===== config.mk =====
export PLATFORM = sky130hd
export DESIGN_NAME = touch_tap_hold_classifier_core
export DESIGN_NICKNAME = d
export VERILOG_FILES = /design/src/rtl/tthc_pkg.sv /design/src/rtl/tthc_eval.sv /design/src/rtl/touch_tap_hold_classifier_core.sv
export SDC_FILE = /design/constraint.sdc
export NUM_CORES = 1
export LEC_CHECK = 0
export BUFFER_PORTS_ARGS = -buffer_cell sky130_fd_sc_hd__buf_2
export CORE_ASPECT_RATIO = 0.7
export CORE_MARGIN = 8
export CORE_UTILIZATION = 35
export CTS_BUF_LIST = sky130_fd_sc_hd__clkbuf_2
export CTS_CLUSTER_DIAMETER = 120
export DETAILED_ROUTE_END_ITERATION = 8
export PLACE_DENSITY = 0.49
export SLEW_MARGIN = 20
export SYNTH_ARGS = -nofsm -noshare
export SYNTH_HDL_FRONTEND = slang
export SYNTH_SLANG_ARGS = --single-unit

===== constraint.sdc =====
create_clock -name clk -period 6.6 [get_ports clk]
set_clock_uncertainty 0.1 [all_clocks]
set_input_delay 1.65 -clock clk [delete_from_list [all_inputs] [get_ports clk]]
set_output_delay 1.65 -clock clk [all_outputs]
set_load 0.02 [all_outputs]

===== src/rtl/tthc_pkg.sv =====
// Package for the touch tap/hold classifier: codes, register map and shared types.
`default_nettype none

package tthc_pkg;

  typedef enum logic {
    OP_SAMPLE = 1'b0,
    OP_POLL   = 1'b1
  } tthc_op_t;

  typedef enum logic [1:0] {
    REG_ON_HYST   = 2'd0,
    REG_OFF_HYST  = 2'd1,
    REG_HOLD_MS   = 2'd2,
    REG_UNUSED    = 2'd3
  } tthc_reg_t;

  localparam logic [15:0] ON_HYST_RESET  = 16'd50;
  localparam logic [15:0] OFF_HYST_RESET = 16'd50;
  localparam logic [15:0] HOLD_MS_RESET  = 16'd1000;

  typedef struct packed {
    logic [15:0] last_reading;
    logic        touched;
    logic        released;
    logic [31:0] touch_start_us;
  } tthc_state_t;

  typedef struct packed {
    logic tap;
    logic hold;
  } tthc_result_t;

  // ms -> us: v*1000 = v*1024 - v*16 - v*8
  function automatic logic [31:0] ms_to_us(input logic [15:0] ms);
    logic [31:0] v;
    v = {16'd0, ms};
    return (v << 10) - (v << 4) - (v << 3);
  endfunction

endpackage

`default_nettype wire


===== src/rtl/tthc_eval.sv =====
// Next-state and result logic for one sample or poll request.
`default_nettype none

module tthc_eval
  import tthc_pkg::*;
(
  input  tthc_state_t  state,
  input  tthc_op_t     op,
  input  logic [15:0]  sample_value,
  input  logic [31:0]  now_us,
  input  logic [15:0]  on_hyst,
  input  logic [15:0]  off_hyst,
  input  logic [31:0]  hold_limit_us,
  output tthc_state_t  state_nxt,
  output tthc_result_t result
);

  logic [16:0] drop_sum;
  logic [16:0] rise_sum;
  logic        is_touch;
  logic        is_release;
  logic [31:0] elapsed;
  logic        hold_hit;
  logic        touched_after_hold;

  // both sides are non-negative, so 17-bit unsigned sums cover the signed compare
  assign drop_sum   = {1'b0, sample_value} + {1'b0, on_hyst};
  assign rise_sum   = {1'b0, state.last_reading} + {1'b0, off_hyst};
  assign is_touch   = !state.touched && (drop_sum < {1'b0, state.last_reading});
  assign is_release = {1'b0, sample_value} > rise_sum;

  assign elapsed  = now_us - state.touch_start_us;
  assign hold_hit = state.touched && !state.released && (elapsed >= hold_limit_us);
  assign touched_after_hold = state.touched && !hold_hit;

  always_comb begin
    state_nxt   = state;
    result.tap  = 1'b0;
    result.hold = 1'b0;
    case (op)
      OP_SAMPLE: begin
        state_nxt.last_reading = sample_value;
        if (is_touch) begin
          state_nxt.touched        = 1'b1;
          state_nxt.touch_start_us = now_us;
        end else if (is_release) begin
          state_nxt.released = 1'b1;
        end
      end
      OP_POLL: begin
        result.hold = hold_hit;
        // a hold clears touched first, so the same poll cannot also tap
        result.tap  = touched_after_hold && state.released;
        state_nxt.touched  = touched_after_hold && !state.released;
        state_nxt.released = 1'b0;
      end
      default: ;
    endcase
  end

endmodule

`default_nettype wire


===== src/rtl/touch_tap_hold_classifier_core.sv =====
// Top level of the touch tap/hold classifier: handshakes, registers, state and result register.
//
//  channel  | direction | handshake            | payload
//  ---------+-----------+----------------------+-------------------------------------
//  in_      | request   | in_valid / in_stall  | in_operation, in_sample_value, in_now_us
//  out_     | result    | out_valid / out_stall| out_tap_event, out_hold_event
//  cfg      | APB write | psel/penable/pwrite  | paddr, pwdata, prdata, pready
//
// One request per cycle while in_stall is low; its result is in the output register the next cycle.
// The state update and the result come from one level of compare logic.
// The hold limit in us is computed when hold_time_ms is written.
// in_stall is high only while a result waits and out_stall is high.
// rst_n is synchronous: state, config registers and the output valid go to reset values; result_r is not reset.
`default_nettype none

module touch_tap_hold_classifier_core
  import tthc_pkg::*;
(
  input  logic        clk,
  input  logic        rst_n,
  input  logic        in_valid,
  output logic        in_stall,
  input  logic        in_operation,
  input  logic [15:0] in_sample_value,
  input  logic [31:0] in_now_us,
  output logic        out_valid,
  input  logic        out_stall,
  output logic        out_tap_event,
  output logic        out_hold_event,
  input  logic        psel,
  input  logic        penable,
  input  logic        pwrite,
  input  logic [3:0]  paddr,
  input  logic [31:0] pwdata,
  output logic [31:0] prdata,
  output logic        pready
);

  logic [15:0]  on_hyst_r;
  logic [15:0]  off_hyst_r;
  logic [15:0]  hold_ms_r;
  logic [31:0]  hold_limit_r;
  tthc_state_t  state_r;
  tthc_state_t  state_nxt;
  tthc_result_t result;
  tthc_result_t result_r;
  logic         out_valid_r;
  logic         in_accept;
  logic         out_accept;
  logic         cfg_write;
  tthc_reg_t    cfg_reg;

  assign pready    = 1'b1;
  assign cfg_reg   = tthc_reg_t'(paddr[3:2]);
  assign cfg_write = psel && penable && pwrite && pready;

  always_comb begin
    unique case (cfg_reg)
      REG_ON_HYST:  prdata = {16'd0, on_hyst_r};
      REG_OFF_HYST: prdata = {16'd0, off_hyst_r};
      REG_HOLD_MS:  prdata = {16'd0, hold_ms_r};
      default:      prdata = 32'd0;
    endcase
  end

  always_ff @(posedge clk) begin
    if (!rst_n) begin
      on_hyst_r    <= ON_HYST_RESET;
      off_hyst_r   <= OFF_HYST_RESET;
      hold_ms_r    <= HOLD_MS_RESET;
      hold_limit_r <= ms_to_us(HOLD_MS_RESET);
    end else if (cfg_write) begin
      unique case (cfg_reg)
        REG_ON_HYST:  on_hyst_r  <= pwdata[15:0];
        REG_OFF_HYST: off_hyst_r <= pwdata[15:0];
        REG_HOLD_MS: begin
          hold_ms_r    <= pwdata[15:0];
          hold_limit_r <= ms_to_us(pwdata[15:0]);
        end
        default: ;
      endcase
    end
  end

  assign in_stall   = out_valid_r && out_stall;
  assign in_accept  = in_valid && !in_stall;
  assign out_accept = out_valid_r && !out_stall;

  tthc_eval u_eval (
    .state         (state_r),
    .op            (tthc_op_t'(in_operation)),
    .sample_value  (in_sample_value),
    .now_us        (in_now_us),
    .on_hyst       (on_hyst_r),
    .off_hyst      (off_hyst_r),
    .hold_limit_us (hold_limit_r),
    .state_nxt     (state_nxt),
    .result        (result)
  );

  always_ff @(posedge clk) begin
    if (!rst_n) begin
      state_r     <= '0;
      out_valid_r <= 1'b0;
    end else begin
      if (in_accept) begin
        state_r     <= state_nxt;
        out_valid_r <= 1'b1;
      end else if (out_accept) begin
        out_valid_r <= 1'b0;
      end
    end
  end

  always_ff @(posedge clk) begin
    if (in_accept) begin
      result_r <= result;
    end
  end

  assign out_valid      = out_valid_r;
  assign out_tap_event  = result_r.tap;
  assign out_hold_event = result_r.hold;

  a_no_tap_with_hold: assert property (@(posedge clk) disable iff (!rst_n)
    out_valid_r |-> !(result_r.tap && result_r.hold))
    else $error("tap and hold reported together");

  a_sample_no_event: assert property (@(posedge clk) disable iff (!rst_n)
    (in_accept && (in_operation == OP_SAMPLE)) |=>
      (out_valid_r && !result_r.tap && !result_r.hold))
    else $error("sample request produced an event");

  a_limit_tracks_ms: assert property (@(posedge clk) disable iff (!rst_n)
    hold_limit_r == ms_to_us(hold_ms_r))
    else $error("hold limit out of step with hold_time_ms");

  a_poll_clears_release: assert property (@(posedge clk) disable iff (!rst_n)
    (in_accept && (in_operation == OP_POLL)) |=> !state_r.released)
    else $error("release flag survived a poll");

endmodule

`default_nettype wire


After elaboration in Yosys (flattened, before gate mapping)

Cells that the tools add are included.

Bits in registers: 133
Bits in latches: 0
Bits in writable memories: 0
ROM bits: 0
Input port bits: 92
Output and inout port bits: 37
Word-level logic and storage cells: 57
Memories kept: 0

Add/subtract/negate cells: 5
Multipliers: 0
Divide/modulo/power cells: 0
$lt $le $gt $ge: 3
Equality and inequality tests: 5
Shifts and indexed selects: 0
Multiplexer cells: 7
Bitwise logic cells: 1
Reduce and logical (&&, ||, !) cells: 25

Operator list:

| operator                                            | number |
|---|---|
| case mux 16 bit (3 select lines)                    | 1 |
| adder 16 x 16 -> 17 bit                             | 2 |
| greater-or-equal comparator 32 bit                  | 1 |
| subtractor 32 bit                                   | 1 |
| subtractor 27 x 20 -> 28 bit                        | 1 |
| subtractor 26 x 20 -> 27 bit                        | 1 |
| > comparator 16 x 17 -> 1 bit                       | 1 |
| < comparator 17 x 16 -> 1 bit                       | 1 |
| logical AND 1 bit                                   | 11 |
| AND reduction 2 bit                                 | 5 |
| AND reduction 3 bit                                 | 2 |
| logical NOT 1 bit                                   | 5 |
| two-way mux 1 bit                                   | 5 |
| != test 2 x 1 -> 1 bit, second input constant       | 2 |
| case mux 2 bit (2 select lines)                     | 1 |
| equality test 2 x 1 -> 1 bit, second input constant | 1 |
| equality test 2 bit, second input constant          | 1 |
| logical NOT 2 bit                                   | 1 |
| != test 2 bit, second input constant                | 1 |
| nonzero test 2 bit                                  | 1 |
| inverter 1 bit                                      | 1 |

Longest topological paths before layout

Gate-level depths: netlist of run 1.

Word-level depth: 7
Depth in mapped cells: 22
Depth with buffers taken out: 22

Cells and area by module

From an unflattened synthesis of run 1, not the netlist that was laid out.

Cells, all modules: 1515
Area total of the unflattened synthesis: 11860.1 sq um

Modules (own cells, without submodules):

| module                         | times used | cells each | area an instance (sq um) | seq. area each (sq um) |
|---|---|---|---|---|
| touch_tap_hold_classifier_core | 1          | 849        | 6771.5                   | 2522.4 |
| tthc_eval                      | 1          | 666        | 5088.6                   | 0.0 |

Worst setup path before layout of run 1

No wires, ideal clock.

Path kind: input port to flip-flop
Start: input in_sample_value[0]
End: register state_r[21] (netlist bit)
Library setup time: 0.070 ns
Arrival: 5.366 ns
Data required time: 6.430 ns
Path slack: 1.064 ns
Stages on the path: 21
Buffers on the path: 1
Path through: ha_1 -> fa_1 -> a21o_1 -> a21oi_1 -> o21bai_1 -> a21o_1 -> a21oi_1 -> o21ai_0 -> a211oi_1 -> nor2_1 -> ha_1 -> o21a_1 -> o21a_1 -> o21ai_0 -> nand2b_1 -> a21oi_1 -> nor2_1 -> a211oi_1 -> clkbuf_1 -> nand3_1 -> a21oi_1

Word-level cells in the longest chain between the ends: 4

RTL lines:

| element                              | line                                  | text |
|---|---|---|
| start: declaration                   | touch_tap_hold_classifier_core.sv:24  | `input logic [15:0] in_sample_value,` |
| adder 16 x 16 -> 17 bit              | tthc_eval.sv:27                       | `assign drop_sum = {1'b0, sample_value} + {1'b0, on_hyst};` |
| < comparator 17 x 16 -> 1 bit        | tthc_eval.sv:29                       | `assign is_touch = !state.touched && (drop_sum < {1'b0, state.last_reading});` |
| logical AND 1 bit                    | tthc_eval.sv:29                       |  |
| AND reduction 3 bit (no source line) | -                                     |  |
| end signal: assignment               | touch_tap_hold_classifier_core.sv:107 | `state_r <= state_nxt;` |
| end: declaration                     | touch_tap_hold_classifier_core.sv:43  | `tthc_state_t state_r;` |

Every way passes these cells.
A chain may end at the register's enable or synchronous reset.

Final worst setup path of run 1

Start: input in_sample_value[0]
End: register state_r[13] (netlist bit)

Same word-level chain as after synthesis.

==> results of run 1 <==
layout make-up:
| type | count | area [um2] | share of cell area (%) |
|---|---|---|---|
| clock buffers | 18 | 90.1 | 0.744 |
| flip-flops and latches | 125 | 2520 | 20.8 |
| inverters | 115 | 433 | 3.57 |
| multi-input cells | 1152 | 7730 | 63.9 |
| diodes | 2 | 5.00 | 0.0413 |
| well taps | 420 | 526 | 4.34 |
| clock inverters | 13 | 221 | 1.83 |
| repair buffers | 105 | 581 | 4.79 |
routing by layer:
layer / vias to the layer above / track usage (%) / share of wire (%)
li1: 5251 / - / -
met1: 4813 / 25.9 / 54
met2: 197 / 23.7 / 40
met3: 21 / 3.50 / 4.8
met4: 4 / 4.25 / 1.1
met5: - / 0 / 0.091
how the worst max path moves through the flow:
stage | start | endpoint | slack [ps] | cells after the start
floorplan | in_sample_value[0] | state_r[21] | 1060 | 21
global placement | in_sample_value[0] | state_r[1] | 230 | 20
detailed placement | in_sample_value[0] | state_r[16] | 230 | 20
CTS | in_sample_value[0] | state_r[10] | 1130 | 20
global route | in_sample_value[0] | state_r[4] | 730 | 20
finish | in_sample_value[0] | state_r[13] | 1000 | 20
worst max-delay path: stages:
cell and delay (ps):
buf_2 130, ha_1 220, fa_1 400, a21o_1 190
a21oi_1 250, o21bai_1 100, a21o_1 210, a21oi_1 380
o21ai_0 160, a211oi_1 300, nor2_1 70, ha_1 200
nor4_1 250, nand2_1 210, a211oi_1 240, o21ai_0 350
a211o_1 400, buf_12 170, o21ai_0 180, a21oi_1 80
Yosys cell counts, drive strengths merged, types with 4 or more instances:
cell       n
nor4       5
and2       6
buf       24
ha       149
a2111oi    4
or3        8
nand4     12
nor2b     15
dfxtp    123
nand2    196
or2        5
nand3     62
o41ai      7
o211ai    24
xor2      29
a21o      33
a211oi    15
nor2      58
nand2b    15
xnor2     53
o31ai      7
a211o      6
and4       5
a21boi     4
a31oi      9
and3      15
a21oi    186
nor3      25
mux2i     18
o21a      16
o21ai     96
clkbuf    46
nor3b      4
inv      115
o21bai     8
stage by stage:
stage / cell area (um2) / std cells / setup WS, ps / util, % / total power, uW
2_1_floorplan: 11000 / 1462 / 1060 / - / 1330
3_3_place_gp: 11800 / 1917 / 231 / 38.0 / 1510
3_5_place_dp: 11800 / 1917 / 226 / 38.0 / 1510
4_1_cts: 12100 / 1948 / 1130 / 39.0 / 2170
5_1_grt: 12100 / 1950 / 733 / 39.1 / 2300
6_report: 12100 / 1950 / 1000 / 39.1 / 2150
state kept, by name (all words and copies together) (netlist names):
register / flops
hold_limit_r: 24
hold_ms_r: 16
off_hyst_r: 16
on_hyst_r: 16
out_hold_event: 1
out_tap_event: 1
out_valid: 1
state_r: 50
cells by family (layout without fill, tap and decap cells):
family | count (synthesis) | after routing | synth area share [%]
other | 2 | 19 | 0.0685
muxes | 18 | 18 | 1.64
buffers and inverters | 185 | 251 | 7.12
xor gates and xnor gates | 82 | 82 | 6.55
and+or+nand+nor | 435 | 435 | 18.6
adders and majority gates | 152 | 152 | 17.6
DFF | 125 | 125 | 23.0
AOI/OAI and AO/OA | 448 | 448 | 25.5
where the power goes:
group | internal, uW | switching, uW | leakage [uW] | total [uW]
logic | 291 | 420 | 0.00393 | 711
clock network | 321 | 324 | 0.000173 | 645
registers | 778 | 12.6 | 0.00102 | 791
==> metrics.csv, run 1 <==
metric;value;unit
clock.fmax;0.179;GHz
clockBufferDepth;2;
final.setup.tns;0;ps
drv_cap;0;
insertion_delay;820;ps
detail-route-antenna-nets;0;
cts.sinks;125;
synthFlopType;dfxtp_1;
cts_hold_buf;0;
yosysWarningCount;0;
async_reset_ff_share;0;%
setup.worst_path.class;primary input to flop;
slew_headroom;37.6;%
initial_core_util;35.4;%
finalCritPeriodShare;84.8;%
synth_cell_types;79;
antenna_found_initial;4;
max-vdd-ir-drop;0.0813;mV
ys_seq_area_share;23.0;%
grt_max_degree;52;
drive_gt1_share;10.5;%
status;complete, no violations;
rows;54;
fillers;3301;
synthCells;1447;
htreeDepth;4;
rr_worst_depth;19;
port_buffers;93;
cts_resized;0;
clk_pin_slew_worst_paths;180;ps
wl_per_cell;16.3;um
yosys.area.top_type_share;22.5;%
most-common-layout-cells;nand2_1, a21oi_1, ha_1, dfxtp_1, inv_1;
worstHoldEndpoint;hold_limit_r[7];
reg2reg_to;state_r[32];
dp_hpwl;24.8;mm
worstMarginPinSlew;936;ps
synth_area_leaders;dfxtp_1, ha_1, a21oi_1;
finalHoldViolCount;0;
routed_via_density;5.27;
grt_usage;17.0;%
worstSetupEndpointType;flop;
whs;365;ps
setup_viol;0;
firstDrtPassIters;7;
routed_wl;31.8;mm
r2r_slack;1440;ps
yosys_register_bits;125;
power_density;177;nW/um2
post-cts-setup-buffer-count;0;
drt-initial-drc-count;726;
syn_area;11000;um2
vias;10300;
die_area;37300;um2
slew_violations;0;
placeableCoreArea;31000;um2
drcViolationCount;0;
hp-start;hold_limit_r[7];
fp.dieW;228;um
layout_commonest_cell;nand2_1;
synth_largest_area_cell;dfxtp_1;
synth_edf_count;2;
hold_depth;2;
fin_crit;5600;ps
ios;129;
nNetsFinal;1760;
die_h;164;um
grt_pass1_vias;9527;
critPathLaunchType;primary input;
place.gp.congestion;0.817;
required;7180;ps
syn_area_per_cell;7.58;um2
cts_tree;built;
clock_tree.root_cell;clkbuf_2;
area_growth;10.5;%
grt_pass1_wl;50.7;mm
worstPathMaxFanout;33;
hold_path.class;flop to flop;
r2r_start;off_hyst_r[0];
rsz0062_at_grt;false;
arrival;6180;ps
grt_overflow;0;
cts-buffers-inserted;17;
power_leakage;0.00512;uW
No activity file was read; power rests on OpenSTA's default activity.
==> run 2, diff against run 1 <==
--- a/config.mk
+++ b/config.mk
@@ -5,6 +5,7 @@
 export SDC_FILE = /design/constraint.sdc
 export NUM_CORES = 1
 export LEC_CHECK = 0
+export ABC_AREA = 1
 export BUFFER_PORTS_ARGS = -buffer_cell sky130_fd_sc_hd__buf_2
 export CORE_ASPECT_RATIO = 0.7
 export CORE_MARGIN = 8
==> constraint.sdc (replaced) <==
create_clock -name clk -period 5.8 [get_ports clk]
set_clock_uncertainty 0.1 [all_clocks]
set_input_delay 1.45 -clock clk [delete_from_list [all_inputs] [get_ports clk]]
set_output_delay 1.45 -clock clk [all_outputs]
set_load 0.02 [all_outputs]
==> run 2 against run 1 <==
Net effect:
- first-iteration DRC count grew 22%
- non-clock buffer count shrank 3
- critical endpoint is now state_r[33]
- power grew 20%
- largest cell class unchanged
- wire length grew 13%
- critical path type unchanged
==> metrics.csv, run 2 <==
metric;value;unit;change
async_reset_ff_share;0;%;unchanged
area_growth;9.57;%;was 10.5%
wl_met1;20.6;mm;was 17.3 mm
cts-buffers-inserted;17;;unchanged
fin_crit;4630;ps;
drv_cap;0;;unchanged
vias;11300;;was 10300
setup.worst_path.class;primary input to flop;;unchanged
yosys_register_bits;125;;unchanged
insertion_delay;750;ps;was 820 ps
slowest_delay;450;ps;was 400 ps
setup_viol;0;;unchanged
yosysWarningCount;0;;unchanged
die_h;167;um;was 164 um
htreeDepth;4;;unchanged
worstPathMaxFanout;4;;was 33
r2r_start;state_r[0];;was off_hyst_r[0]
ios;129;;unchanged
rows;55;;was 54
worstSetupEndpointType;flop;;unchanged
nNetsFinal;2090;;was 1760
drive_gt1_share;7.58;%;was 10.5%
max-vdd-ir-drop;0.111;mV;was 0.0813 mV
synth_area_leaders;dfxtp_1, ha_1, nand2_1;;was dfxtp_1, ha_1, a21oi_1
fp.dieW;231;um;was 228 um
slew_headroom;37.5;%;was 37.6%
synth_cell_types;40;;was 79
required;6330;ps;was 7180 ps
yosys.area.top_type_share;21.7;%;was 22.5%
cp_cell_sequence;buf_2 -> inv_1 -> ha_1 -> fa_1 -> nand3b_1 -> nand2_1 -> a21oi_1 -> o21ai_0 -> a21oi_1 -> o21ai_0 -> xor2_1 -> ha_1 -> nand4_1 -> nor4_1 -> nand3_1 -> nand3_1 -> nor2_1 -> a21oi_1 -> a21oi_2;;was buf_2 -> ha_1 -> fa_1 -> a21o_1 -> a21oi_1 -> o21bai_1 -> a21o_1 -> a21oi_1 -> o21ai_0 -> a211oi_1 -> nor2_1 -> ha_1 -> nor4_1 -> nand2_1 -> a211oi_1 -> o21ai_0 -> a211o_1 -> buf_12 -> o21ai_0 -> a21oi_1
worstMarginPinSlew;937;ps;was 936 ps
firstDrtPassIters;5;;was 7
wl_per_cell;15.8;um;was 16.3 um
dp_hpwl;29.3;mm;was 24.8 mm
grt_usage;18.6;%;was 17.0%
largest_reg_flops;50;;unchanged
grt_pass1_vias;10500;;was 9527
rr_worst_depth;17;;was 19
final.setup.tns;0;ps;unchanged
fin_util;38.7;%;was 39.1%
r2r_slack;1680;ps;was 1440 ps
whs;396;ps;was 365 ps
worstHoldEndpoint;state_r[32];;was hold_limit_r[7]
drcViolationCount;0;;unchanged
clockBufferDepth;2;;unchanged
reg2reg_to;state_r[33];;was state_r[32]
slew_violations;0;;unchanged
dr_wl_met3;1.89;mm;was 1.53 mm
post-cts-setup-buffer-count;0;;unchanged
synth_largest_area_cell;dfxtp_1;;unchanged
slowest_stage;o21ai_0;;was fa_1
clk_pin_slew_worst_paths;210;ps;was 180 ps
yosys.cell_count.top_type;nand2_1;;unchanged
crit_top_cell;a21oi_1;;
die_area;38500;um2;was 37300 um2
grt_pass1_wl;57.6;mm;was 50.7 mm
status;complete, no violations;;unchanged
power_leakage;0.00646;uW;was 0.00512 uW
synthCells;1765;;was 1447
power_density;208;nW/um2;was 177 nW/um2
regMostFlops;state_r;;unchanged
synthFlopType;dfxtp_1;;unchanged
most-common-layout-cells;nand2_1, inv_1, a21oi_1, nor2_1, ha_1;;was nand2_1, a21oi_1, ha_1, dfxtp_1, inv_1
synthTopCellsByCount;nand2_1, inv_1, a21oi_1, nor2_1, ha_1;;was nand2_1, a21oi_1, ha_1, dfxtp_1, inv_1
initial_core_util;35.3;%;was 35.4%
rsz0062_at_grt;false;;unchanged
ys_seq_area_share;22.3;%;was 23.0%
antenna_found_initial;1;;was 4
place.gp.congestion;0.888;;was 0.817
cts.sinks;125;;unchanged
arrival;5160;ps;was 6180 ps
finalHoldViolCount;0;;unchanged
cts_hold_buf;0;;unchanged
syn_area_per_cell;6.42;um2;was 7.58 um2
hold_depth;2;;unchanged
placeableCoreArea;32100;um2;was 31000 um2
fillers;3572;;was 3301
routed_via_density;4.95;;was 5.27
drt-initial-drc-count;885;;was 726
wl_met2;13.4;mm;was 12.6 mm
detail-route-antenna-nets;0;;unchanged
clock.fmax;0.216;GHz;
synth_edf_count;2;;unchanged
port_buffers;93;;unchanged
hold_path.class;flop to flop;;unchanged
syn_area;11300;um2;was 11000 um2
reg_top3;state_r x50, hold_limit_r x24;;unchanged
critPathLaunchType;primary input;;unchanged
finalCritPeriodShare;79.8;%;
highest_layer;met4;;was met5
layout_commonest_cell;nand2_1;;unchanged
routed_wl;36.0;mm;was 31.8 mm
hp-start;state_r[32];;was hold_limit_r[7]
grt_overflow;0;;unchanged
clock_tree.root_cell;clkbuf_2;;unchanged
grt_max_degree;70;;was 52
cts_resized;0;;unchanged
cts_tree;built;;unchanged
[run 2: per-layer routing]
layer / track usage [%] / vias to the layer above
met4: 2.53 / 0
met2: 24.8 / 254
li1: - / 5908
met5: 0 / -
met1: 30.1 / 5141
met3: 3.56 / 16
[run 2: final cells by class]
| class | instances | area, um2 | share of cell area, % |
|---|---|---|---|
| clock buffer | 18 | 90.1 | 0.726 |
| inverter | 249 | 935 | 7.53 |
| sequential | 125 | 2520 | 20.3 |
| multi-input combinational | 1351 | 7630 | 61.5 |
| clock inverter | 14 | 151 | 1.22 |
| tap | 427 | 534 | 4.30 |
| antenna | 1 | 2.50 | 0.0202 |
| timing repair buffer | 102 | 548 | 4.42 |
[run 2: critical path: cells and delay by family]
kind,cells,cell delay (ps)
AOI/OAI and AO/OA,6,1360
buffers and inverters,2,140
adders and majority gates,3,920
and+or+nand+nor,7,1160
xor gates and xnor gates,1,130
[run 2: logic make-up after synthesis]
logic type               after synthesis  share of synthesized area [%]
other                                  2                         0.0663
XOR/XNOR                              73                           5.64
AO/OA/AOI/OAI                        390                           18.7
adder cells (fa/ha/maj)              152                           17.0
flip-flops                           125                           22.3
buffers and inverters                304                           10.9
AND/OR/NAND/NOR                      719                           25.4
[run 2: worst max-delay path by stage]
stage	endpoint	cells after the start	slack [ps]	from
after floorplan	state_r[33]	20	1210	in_now_us[0]
after global placement	state_r[33]	19	580	in_now_us[0]
after detailed placement	state_r[33]	19	430	in_now_us[0]
after CTS	state_r[33]	19	1300	in_now_us[0]
after global routing	state_r[33]	19	990	in_now_us[0]
final	state_r[33]	19	1170	in_now_us[0]
[run 2: metrics by stage]
| step | worst slack [ps] | total power [uW] | area (um2) | std cells |
|---|---|---|---|---|
| 2_1_floorplan | 1210 | 1710 | 11400 | 1780 |
| 3_3_place_gp | 580 | 1970 | 12200 | 2254 |
| 3_5_place_dp | 434 | 1980 | 12200 | 2254 |
| 4_1_cts | 1300 | 2600 | 12400 | 2286 |
| 5_1_grt | 994 | 2810 | 12400 | 2287 |
| 6_report | 1170 | 2580 | 12400 | 2287 |
[run 2: power breakdown]
group          leakage (uW)  switching [uW]  internal (uW)  total, uW
clock              0.000140             365            234        599
sequential          0.00102            18.6            900        919
combinational       0.00530             684            379       1060
==> run 3, diff against run 2 <==
--- a/config.mk
+++ b/config.mk
@@ -13,7 +13,7 @@
 export CTS_BUF_LIST = sky130_fd_sc_hd__clkbuf_2
 export CTS_CLUSTER_DIAMETER = 120
 export DETAILED_ROUTE_END_ITERATION = 8
-export PLACE_DENSITY = 0.49
+export PLACE_DENSITY = 0.51
 export SLEW_MARGIN = 20
 export SYNTH_ARGS = -nofsm -noshare
 export SYNTH_HDL_FRONTEND = slang
==> constraint.sdc (replaced) <==
create_clock -name clk -period 3.8 [get_ports clk]
set_clock_uncertainty 0.1 [all_clocks]
set_input_delay 0.95 -clock clk [delete_from_list [all_inputs] [get_ports clk]]
set_output_delay 0.95 -clock clk [all_outputs]
set_load 0.02 [all_outputs]
==> run 3 against run 2 <==
Net effect:
- clock power grew 89%
- utilization increased by 5.9 points
- critical path type unchanged
- combinational power up 92%
- power up 76%
- cell count rose by 9.5%
- largest power group unchanged
- wire length up 2.6%
- critical path depth increased by 3
==> metrics.csv, run 3 (synthesis results as in run 2) <==
metric;value;unit;change
nNetsFinal;2309;;was 2090
clk_pin_slew_worst_paths;230;ps;was 210 ps
fp.dieW;231;um;unchanged
dr_wl_met3;1.89;mm;about the same
setup_slack;255;ps;was 1170 ps
wl_per_cell;14.8;um;was 15.8 um
die_h;167;um;unchanged
antenna_found_initial;2;;was 1
insertion_delay;730;ps;was 750 ps
grt_pass1_vias;10900;;was 10500
die_area;38500;um2;unchanged
wl_met1;20.6;mm;about the same
finalCritPeriodShare;93.3;%;
power_density;318;nW/um2;was 208 nW/um2
reg_top3;state_r x50, hold_limit_r x24;;unchanged
slew_headroom;41.7;%;was 37.5%
drv_cap;0;;unchanged
finalHoldViolCount;0;;unchanged
multiInputGateArea;7770;um2;was 7630 um2
clockBufferDepth;2;;unchanged
firstDrtPassIters;5;;unchanged
cts-buffers-inserted;17;;unchanged
drt-initial-drc-count;754;;was 885
arrival;3960;ps;was 5160 ps
place.gp.congestion;0.892;;was 0.888
fin_crit;3550;ps;
grt_max_degree;110;;was 70
clock_tree.root_cell;clkbuf_2;;unchanged
status;complete, no violations;;unchanged
routed_via_density;4.72;;was 4.95
ios;129;;unchanged
cts.sinks;125;;unchanged
critPathLaunchType;primary input;;unchanged
largest_reg_flops;50;;unchanged
seq_area;2530;um2;was 2520 um2
hold_path.class;primary input to flop;;was flop to flop
cts_tree;built;;unchanged
required;4220;ps;was 6330 ps
setup_viol;0;;unchanged
worstPathMaxFanout;3;;was 4
fin_cells;2505;;was 2287
area_growth;26.4;%;was 9.57%
cts_hold_buf;0;;unchanged
preCtsSetupSlack;-680;ps;was 434 ps
clock.fmax;0.282;GHz;
max-vdd-ir-drop;0.222;mV;was 0.111 mV
rows;55;;unchanged
power_leakage;0.00759;uW;was 0.00646 uW
routed_wl;37.0;mm;was 36.0 mm
vias;11800;;was 11300
layout_commonest_cell;nand2_1;;unchanged
detail-route-antenna-nets;0;;unchanged
hold_depth;3;;was 2
rr_worst_depth;20;;was 17
slew_violations;0;;unchanged
setup.worst_path.class;primary input to flop;;unchanged
rsz0062_at_grt;false;;unchanged
dp_hpwl;30.0;mm;was 29.3 mm
grt_overflow;0;;unchanged
drcViolationCount;0;;unchanged
drive_gt1_share;18.9;%;was 7.58%
htreeDepth;4;;unchanged
regMostFlops;state_r;;unchanged
placed_cells;2468;;was 2254
fillers;3432;;was 3572
placeableCoreArea;32100;um2;unchanged
worstSetupEndpointType;flop;;unchanged
grt_usage;18.6;%;about the same
most-common-layout-cells;nand2_1, inv_1, buf_4, a21oi_1, nor2_1;;was nand2_1, inv_1, a21oi_1, nor2_1, ha_1
port_buffers;93;;unchanged
grt_pass1_wl;58.3;mm;was 57.6 mm
highest_layer;met4;;unchanged
worstMarginPinSlew;873;ps;was 937 ps
wl_met2;14.2;mm;was 13.4 mm
initial_core_util;35.3;%;unchanged
## run 3: cell types whose count changed in the layout (fill, tap and decap cells not counted), sizes merged
cell / before / now
bufinv: 3 / 6
buf: 102 / 320
clkinvlp: 3 / 0
inv: 249 / 251
clkinv: 8 / 4
clkbuf: 18 / 20
## run 3: worst max-delay path, cell delays in order
cell and delay (ps):
buf_2 90, inv_1 40, ha_1 220, fa_2 350, nand3b_1 170, nand2_2 90, a21oi_2 90, o21ai_4 220
a21oi_1 120, o21ai_0 250, xor2_1 210, ha_1 250, nand2_1 60, inv_1 50, o21ai_1 70, nand2_1 90
a21oi_2 160, o21a_1 160, nand3_2 100, buf_4 140, nand3_1 50, inv_1 40
## run 3: worst paths after layout
kind,end,from,slack [ps]
max reg2reg,out_hold_event,state_r[0],250
min,state_r[23],in_now_us[23],340
min reg2reg,out_valid,out_valid,400
max,out_hold_event,in_now_us[0],250
## run 3: layer usage
metal	vias to the layer above	GRT usage (%)
li1	6338	-
met1	5248	29.5
met2	222	25.8
met3	13	2.85
met4	0	3.02
met5	-	0
## run 3: where the power goes
| group | switching [uW] | internal (uW) | total (uW) |
|---|---|---|---|
| combinational | 1130 | 894 | 2030 |
| sequential | 29.0 | 1370 | 1400 |
| clock | 560 | 565 | 1130 |
## run 3: final cells by class
| cell class | instances | share of cell area (%) |
|---|---|---|
| Multi-Input combinational cell | 1351 | 54.3 |
| Sequential cell | 125 | 17.7 |
| Timing Repair Buffer | 321 | 15.6 |
| Inverter | 249 | 6.53 |
| Tap cell | 427 | 3.73 |
| Clock inverter | 12 | 1.52 |
| Clock buffer | 19 | 0.664 |
| Antenna cell | 1 | 0.0175 |
## run 3: stage by stage
stage | utilization [%] | area [um2] | setup TNS (ps) | power (uW) | hold WS (ps)
finish | 44.6 | 14300 | 0 | 4550 | 344
global route | 44.6 | 14300 | 0 | 4900 | 259
CTS | 44.1 | 14100 | 0 | 4540 | 255
detailed placement | 43.1 | 13800 | -17010 | 3390 | 363
global placement | 43.1 | 13800 | -16220 | 3370 | 358
floorplan | - | 11400 | -117 | 2610 | 346
## run 3: repair_timing
action / 4_1_cts / 5_1_grt
pin swaps: 0 / 8
setup endpoints to repair: 1 / 34
setup buffers: 0 / 3
gates resized for setup: 1 / 33
cloned: 0 / 2
